`src/sv/lpd_pkg.sv`:
```
// Shared types and constants for the length-prefix deframer.
// No dependencies; imported by lpd_parser, lpd_out_stage and length_prefix_deframer.
package lpd_pkg;

    localparam int MAX_FRAME_DEF = 2048;
    localparam int BYTE_W        = 8;
    localparam int FLEN_W        = 12;
    localparam int LEN_W         = 32;
    localparam int PREFIX_BYTES  = 4;

    typedef enum logic [1:0] {
        KIND_PAYLOAD = 2'd0,
        KIND_EMPTY   = 2'd1,
        KIND_ERROR   = 2'd2
    } kind_t;

    typedef struct packed {
        kind_t              kind;
        logic [BYTE_W-1:0]  data;
        logic               last;
        logic [FLEN_W-1:0]  frame_length;
    } result_t;

endpackage

```
`src/sv/lpd_parser.sv`:
```
// Prefix gather / payload count state machine; one result per accepted beat at most.
// Depends on lpd_pkg.
module lpd_parser #(
    parameter int MAX_FRAME = lpd_pkg::MAX_FRAME_DEF
) (
    input  logic                       aclk,
    input  logic                       aresetn,
    input  logic                       beat_accept,
    input  logic [lpd_pkg::BYTE_W-1:0] rx_byte,
    input  logic                       receive_enable,
    output logic                       res_valid,
    output lpd_pkg::result_t           res
);
    import lpd_pkg::*;

    localparam int CNT_W = (MAX_FRAME < 2) ? 1 : $clog2(MAX_FRAME + 1);
    localparam int IDX_W = $clog2(PREFIX_BYTES);
    localparam logic [LEN_W-1:0] MAX_LEN = LEN_W'(MAX_FRAME);
    localparam logic [LEN_W-1:0] FLEN_MAX = LEN_W'((1 << FLEN_W) - 1);
    localparam logic [IDX_W-1:0] IDX_LAST = IDX_W'(PREFIX_BYTES - 1);

    typedef enum logic [1:0] {
        PH_PREFIX  = 2'd0,
        PH_PAYLOAD = 2'd1,
        PH_HALTED  = 2'd2
    } phase_t;

    phase_t                                phase_reg, phase_next;
    logic [IDX_W-1:0]                      idx_reg, idx_next;
    logic [(PREFIX_BYTES-1)*BYTE_W-1:0]    pre_reg, pre_next;
    logic [CNT_W-1:0]                      len_reg, len_next;
    logic [CNT_W-1:0]                      cnt_reg, cnt_next;

    logic [LEN_W-1:0] full_len;
    logic [LEN_W-1:0] len_ext;
    logic [CNT_W-1:0] cnt_inc;

    // prefix is little-endian: earlier bytes shift down, last byte lands on top
    assign full_len = {rx_byte, pre_reg};
    assign len_ext  = LEN_W'(len_reg);
    assign cnt_inc  = cnt_reg + 1'b1;

    always_comb begin
        phase_next = phase_reg;
        idx_next   = idx_reg;
        pre_next   = pre_reg;
        len_next   = len_reg;
        cnt_next   = cnt_reg;
        res_valid  = 1'b0;
        res        = '{kind: KIND_PAYLOAD, data: '0, last: 1'b0, frame_length: '0};
        if (beat_accept) begin
            unique case (phase_reg)
                PH_PREFIX: begin
                    if (idx_reg != IDX_LAST) begin
                        pre_next = {rx_byte, pre_reg[(PREFIX_BYTES-1)*BYTE_W-1:BYTE_W]};
                        idx_next = idx_reg + 1'b1;
                    end else begin
                        idx_next = '0;
                        cnt_next = '0;
                        if (full_len > MAX_LEN) begin
                            phase_next       = PH_HALTED;
                            res_valid        = 1'b1;
                            res.kind         = KIND_ERROR;
                            res.frame_length = (full_len > FLEN_MAX) ?
                                               FLEN_MAX[FLEN_W-1:0] : full_len[FLEN_W-1:0];
                        end else if (full_len == '0) begin
                            res_valid = receive_enable;
                            res.kind  = KIND_EMPTY;
                            res.last  = 1'b1;
                        end else begin
                            phase_next = PH_PAYLOAD;
                            len_next   = full_len[CNT_W-1:0];
                        end
                    end
                end
                PH_PAYLOAD: begin
                    res_valid        = receive_enable;
                    res.data         = rx_byte;
                    res.frame_length = len_ext[FLEN_W-1:0];
                    if (cnt_inc >= len_reg) begin
                        phase_next = PH_PREFIX;
                        cnt_next   = '0;
                        res.last   = 1'b1;
                    end else begin
                        cnt_next = cnt_inc;
                    end
                end
                PH_HALTED: begin
                    phase_next = PH_HALTED;
                end
                default: begin
                    phase_next = PH_HALTED;
                end
            endcase
        end
    end

    always_ff @(posedge aclk) begin
        if (!aresetn) begin
            phase_reg <= PH_PREFIX;
            idx_reg   <= '0;
            cnt_reg   <= '0;
        end else begin
            phase_reg <= phase_next;
            idx_reg   <= idx_next;
            cnt_reg   <= cnt_next;
        end
        pre_reg <= pre_next;
        len_reg <= len_next;
    end

    a_halt_sticky: assert property (@(posedge aclk) disable iff (!aresetn)
        phase_reg == PH_HALTED |=> phase_reg == PH_HALTED)
        else $error("halted state left without reset");

    a_cnt_bound: assert property (@(posedge aclk) disable iff (!aresetn)
        phase_reg == PH_PAYLOAD |-> cnt_reg < len_reg)
        else $error("payload count reached frame length");

    a_idx_idle: assert property (@(posedge aclk) disable iff (!aresetn)
        phase_reg != PH_PREFIX |-> idx_reg == '0)
        else $error("prefix index nonzero outside prefix gather");

    a_err_halts: assert property (@(posedge aclk) disable iff (!aresetn)
        res_valid && res.kind == KIND_ERROR |=> phase_reg == PH_HALTED)
        else $error("error result without halt");

endmodule

```
`src/sv/lpd_out_stage.sv`:
```
// Result register with valid/ready toward the consumer.
// Depends on lpd_pkg.
module lpd_out_stage (
    input  logic                       aclk,
    input  logic                       aresetn,
    input  logic                       res_valid,
    input  lpd_pkg::result_t           res,
    output logic                       accept_ok,
    output logic                       m_valid,
    input  logic                       m_ready,
    output logic [1:0]                 m_kind,
    output logic [lpd_pkg::BYTE_W-1:0] m_data,
    output logic                       m_last,
    output logic [lpd_pkg::FLEN_W-1:0] m_frame_length
);
    import lpd_pkg::*;

    logic    valid_reg;
    result_t res_reg;

    // upstream may step whenever this slot is empty or drains this cycle
    assign accept_ok = !valid_reg || m_ready;

    always_ff @(posedge aclk) begin
        if (!aresetn) begin
            valid_reg <= 1'b0;
        end else if (accept_ok) begin
            valid_reg <= res_valid;
        end
        if (accept_ok && res_valid) begin
            res_reg <= res;
        end
    end

    assign m_valid        = valid_reg;
    assign m_kind         = res_reg.kind;
    assign m_data         = res_reg.data;
    assign m_last         = res_reg.last;
    assign m_frame_length = res_reg.frame_length;

endmodule

```
`src/sv/length_prefix_deframer.sv`:
```
// Top level of the length-prefix deframer: config register, parser, result register.
// Depends on lpd_pkg, lpd_parser, lpd_out_stage.
//
//   channel   prefix  payload                                   direction
//   input     s_      rx_byte[7:0]                              in
//   result    m_      kind[1:0] data[7:0] last frame_length[11:0] out
//   config    cfg_    data (receive_enable)                     in
//
// One input beat per cycle while s_ready is high; result is valid the cycle after.
// s_ready is high while the result register is empty or being drained.
// A stalled m_ready holds s_ready low only when a result is waiting.
// Reset returns to prefix gather with receive disabled; an oversize length gives
// an error result, then halts the deframer (beats consumed, no results) until reset.
module length_prefix_deframer #(
    parameter int MAX_FRAME = lpd_pkg::MAX_FRAME_DEF
) (
    input  logic                       aclk,
    input  logic                       aresetn,
    input  logic                       s_valid,
    output logic                       s_ready,
    input  logic [lpd_pkg::BYTE_W-1:0] s_rx_byte,
    output logic                       m_valid,
    input  logic                       m_ready,
    output logic [1:0]                 m_kind,
    output logic [lpd_pkg::BYTE_W-1:0] m_data,
    output logic                       m_last,
    output logic [lpd_pkg::FLEN_W-1:0] m_frame_length,
    input  logic                       cfg_valid,
    output logic                       cfg_ready,
    input  logic                       cfg_data
);
    import lpd_pkg::*;

    logic    rx_en_reg;
    logic    accept_ok;
    logic    beat_accept;
    logic    res_valid;
    result_t res;

    assign cfg_ready   = 1'b1;
    assign s_ready     = accept_ok;
    assign beat_accept = s_valid && accept_ok;

    always_ff @(posedge aclk) begin
        if (!aresetn) begin
            rx_en_reg <= 1'b0;
        end else if (cfg_valid && cfg_ready) begin
            rx_en_reg <= cfg_data;
        end
    end

    lpd_parser #(
        .MAX_FRAME(MAX_FRAME)
    ) u_parser (
        .aclk          (aclk),
        .aresetn       (aresetn),
        .beat_accept   (beat_accept),
        .rx_byte       (s_rx_byte),
        .receive_enable(rx_en_reg),
        .res_valid     (res_valid),
        .res           (res)
    );

    lpd_out_stage u_out (
        .aclk          (aclk),
        .aresetn       (aresetn),
        .res_valid     (res_valid),
        .res           (res),
        .accept_ok     (accept_ok),
        .m_valid       (m_valid),
        .m_ready       (m_ready),
        .m_kind        (m_kind),
        .m_data        (m_data),
        .m_last        (m_last),
        .m_frame_length(m_frame_length)
    );

endmodule
```
`config.mk`:
```
export PLATFORM = sky130hd
export DESIGN_NAME = length_prefix_deframer
export DESIGN_NICKNAME = d
export VERILOG_FILES = /design/src/sv/lpd_pkg.sv /design/src/sv/lpd_parser.sv /design/src/sv/lpd_out_stage.sv /design/src/sv/length_prefix_deframer.sv
export SDC_FILE = /design/constraint.sdc
export NUM_CORES = 1
export LEC_CHECK = 0
export ABC_AREA = 1
export ABC_CLOCK_PERIOD_IN_PS = 5650
export BUFFER_PORTS_ARGS = -buffer_cell sky130_fd_sc_hd__clkbuf_2
export CAP_MARGIN = 20
export CORE_MARGIN = 4
export CORE_UTILIZATION = 55
export CTS_CLUSTER_SIZE = 24
export DETAILED_ROUTE_END_ITERATION = 10
export GPL_TIMING_DRIVEN = 0
export PLACE_DENSITY = 0.75
export SETUP_SLACK_MARGIN = 0.5
export SYNTH_ARGS = -nofsm -noshare
export SYNTH_HDL_FRONTEND = slang
export SYNTH_HIERARCHICAL = 1
export SYNTH_SLANG_ARGS = --single-unit
export TNS_END_PERCENT = 50
```
`constraint.sdc`:
```
create_clock -name aclk -period 5.65 [get_ports aclk]
set_input_delay 0.565 -clock aclk [delete_from_list [all_inputs] [get_ports aclk]]
set_output_delay 0.565 -clock aclk [all_outputs]
set_load 0.05 [all_outputs]
```
==> out/results.ini <==
[status]
status = finished, final reports clean

[layout]
n_antenna_cell = 0
largest_reg_flops = 24
fin_area_um2 = 4240
instances_no_fill = 535
post-route-util = 0.657
ff_latch_area_um2 = 2130
layout.nets = 481
synthToLayoutAreaGrowth_pct = 14.1
nFillCells = 530
multiInputGateArea_um2 = 1260
final_layout_size_suffix_gt1_frac = 0.188

[sta]
fin_crit_sh = 0.451
finalSetupTns_ns = 0
rsz0062_at_grt = false
finalCriticalPeriod_ns = 2.55
fin_skew_ns = 0.00747
setup_violations = 0
hold_viol = 0
worstMarginPinSlew_ns = 0.981
slew_headroom = 0.344
fmax_ghz = 0.393
slew_viol_final = 0
hold_ws_ns = 0.394

[place]
routabilityCongestion = 0.871
dpl_cell_area_um2 = 4050
io_buffers = 38
dpl.hpwl_mm = 5.32
place_inst = 519

[power]
switching_power_uw = 319
powerDensity_nw_per_um2 = 274
p_leak_nw = 1.80
p_int_uw = 843
combinationalPowerShare = 0.092
peakVddDrop_v = 0.000208
swShare = 0.274
clock_power_share = 0.341
seqPwrFrac = 0.567

[setup_path]
path_max_fanout = 10
critPathCaptureType = flop
cp.required_ns = 5.75
critPathArrivalTime_ns = 2.65
critPathKind = flop to flop
cp-start-kind = flop

[synth]
syn_avg_cell_area_um2 = 9.28
synth_top_cell_area_share = 0.476
synth_cell_types = 31
ys_warn_count = 6
synth_top_cell_by_area = edfxtp_1
synth.yosys.seq_area_share = 0.573
syn_nets = 429
syn-instance-count = 401
ys_ff_latch = 77
synth_area_leaders = edfxtp_1, dfxtp_1, nand2_1
synth_area_um2 = 3720

[cts]
cts_tree = done
h-tree-depth = 3
cts_num_sinks = 77
clk_transition_reported_paths_ns = 0.09
cts.path.max_buffers = 2
cts_buffers = 9
root_buffer = clkbuf_8
cts-resized-gates = 0
post_cts_buffers = 0
hold_buffers = 0
insertion_delay_ns = 0.36

[drt]
routed_via_density = 5.25
drtPass1Iterations = 4
drc_errors = 0
antenna_left = 0
drt_iter0_markers = 162
vias = 2810
routed_wl_mm = 7.17
wl_per_cell_um = 13.4

[grt]
grt_max_degree = 18
antenna_found_initial = 0
grt_pass1_vias = 2640
grt_use_total = 0.188
grt_overflow = 0
grt_pass1_wl_mm = 12.1

[hold_path]
hold_class = input pin to flop

[die]
start_util = 0.576
dieArea_um2 = 8140
die_w_um = 90.2
core_area_um2 = 6460
rows = 29
fp.dieH_um = 90.2
io_pins = 40

[run]
maxCapViolCount = 0

## logic make-up (layout without fill, tap and decap cells)
| group | Yosys count | after routing | share of synthesized area |
|---|---|---|---|
| AO/OA/AOI/OAI | 37 | 37 | 0.0521 |
| AND/OR/NAND/NOR | 185 | 185 | 0.219 |
| adder cells (fa/ha/maj) | 14 | 14 | 0.0471 |
| flip-flops | 77 | 77 | 0.573 |
| other | 1 | 1 | 0.00101 |
| buffers and inverters | 81 | 138 | 0.0891 |
| XOR/XNOR | 6 | 6 | 0.0182 |
## area by class of cell
type / instances / share of cell area
well taps: 77 / 0.0227
repair buffers: 41 / 0.0537
clock buffers: 9 / 0.0292
clock inverters: 7 / 0.0159
plain buffers: 13 / 0.0180
multi-input cells: 243 / 0.298
flip-flops and latches: 77 / 0.502
inverters: 68 / 0.0601
## cells in the final DEF, fill, tap and decap left out, types with 4 or more instances in the layout
cell      count
nand3_1      26
nand2_1      90
clkbuf_2     38
edfxtp_1     59
buf_2         7
nor3_1        4
ha_1         14
dfxtp_1      18
nand4_1      17
nor2_1       36
inv_1        63
nor2_2        6
clkbuf_8      9
a21oi_1      30
## routing by layer
metal / part of all wire / wire [um] / vias up / GRT usage
met4: 0.020 / 144 / 0 / 0.0804
met1: 0.45 / 3230 / 1303 / 0.245
met3: 0.054 / 388 / 14 / 0.0459
li1: - / - / 1421 / -
met5: 0 / 0 / - / 0
met2: 0.47 / 3410 / 72 / 0.299
## through the flow
step | worst slack (ns) | power [mW]
floorplan | 2.35 | 0.742
CTS | 3.10 | 1.17
finish | 3.10 | 1.16
global route | 2.81 | 1.21
global placement | 1.79 | 0.769
detailed placement | 3.01 | 0.779
## power by group through the flow
stage	Combinational, mW	Clock (mW)	Sequential [mW]
after floorplan	0.0580	0	0.684
after global placement	0.0983	0	0.671
after detailed placement	0.107	0	0.671
after CTS	0.108	0.408	0.658
after global routing	0.120	0.428	0.662
final	0.107	0.396	0.658
## synth_stat cells
master and n:
a211oi_1 1, a21oi_1 31, a21oi_2 1, buf_1 1
buf_2 7, buf_4 3, buf_6 1, clkbuf_1 1
clkinv_1 2, conb_1 1, dfxtp_1 18, edfxtp_1 59
ha_1 14, inv_1 63, inv_2 3, nand2_1 90
nand2_2 1, nand3_1 26, nand3_2 1, nand4_1 17
nor2_1 36, nor2_2 6, nor2_4 1, nor2b_1 1
nor3_1 5, nor3_2 1, o21ai_0 3, o21bai_1 1
xnor2_1 1, xnor2_2 2, xor2_1 3
## worst paths after layout
check,from,endpoint,slack (ns),cells after the start
setup / recovery,u_parser/cnt_reg[3]$_SDFFE_PN0P_,u_out/m_last$_DFFE_PP_,3.10,16
hold / removal,s_rx_byte[2],u_parser/pre_reg[18]$_DFFE_PP_,0.39,1
setup reg to reg,u_parser/cnt_reg[3]$_SDFFE_PN0P_,u_out/m_last$_DFFE_PP_,3.10,16
hold reg to reg,u_parser/pre_reg[7]$_DFFE_PP_,u_parser/len_reg[7]$_DFFE_PP_,0.45,0
## critical path: stages, from the launching register on
cell	delay, ns
dfxtp_1	0.31
buf_2	0.17
nand2_1	0.08
nor2_2	0.19
nand2_1	0.09
xor2_1	0.15
clkinv_1	0.13
ha_1	0.28
nand2_1	0.08
inv_1	0.04
nand2_1	0.05
nand2_1	0.08
nand2_1	0.07
nand2_1	0.05
nor2_2	0.18
buf_2	0.26
a21oi_1	0.10
(Power assumes the default switching activity.)
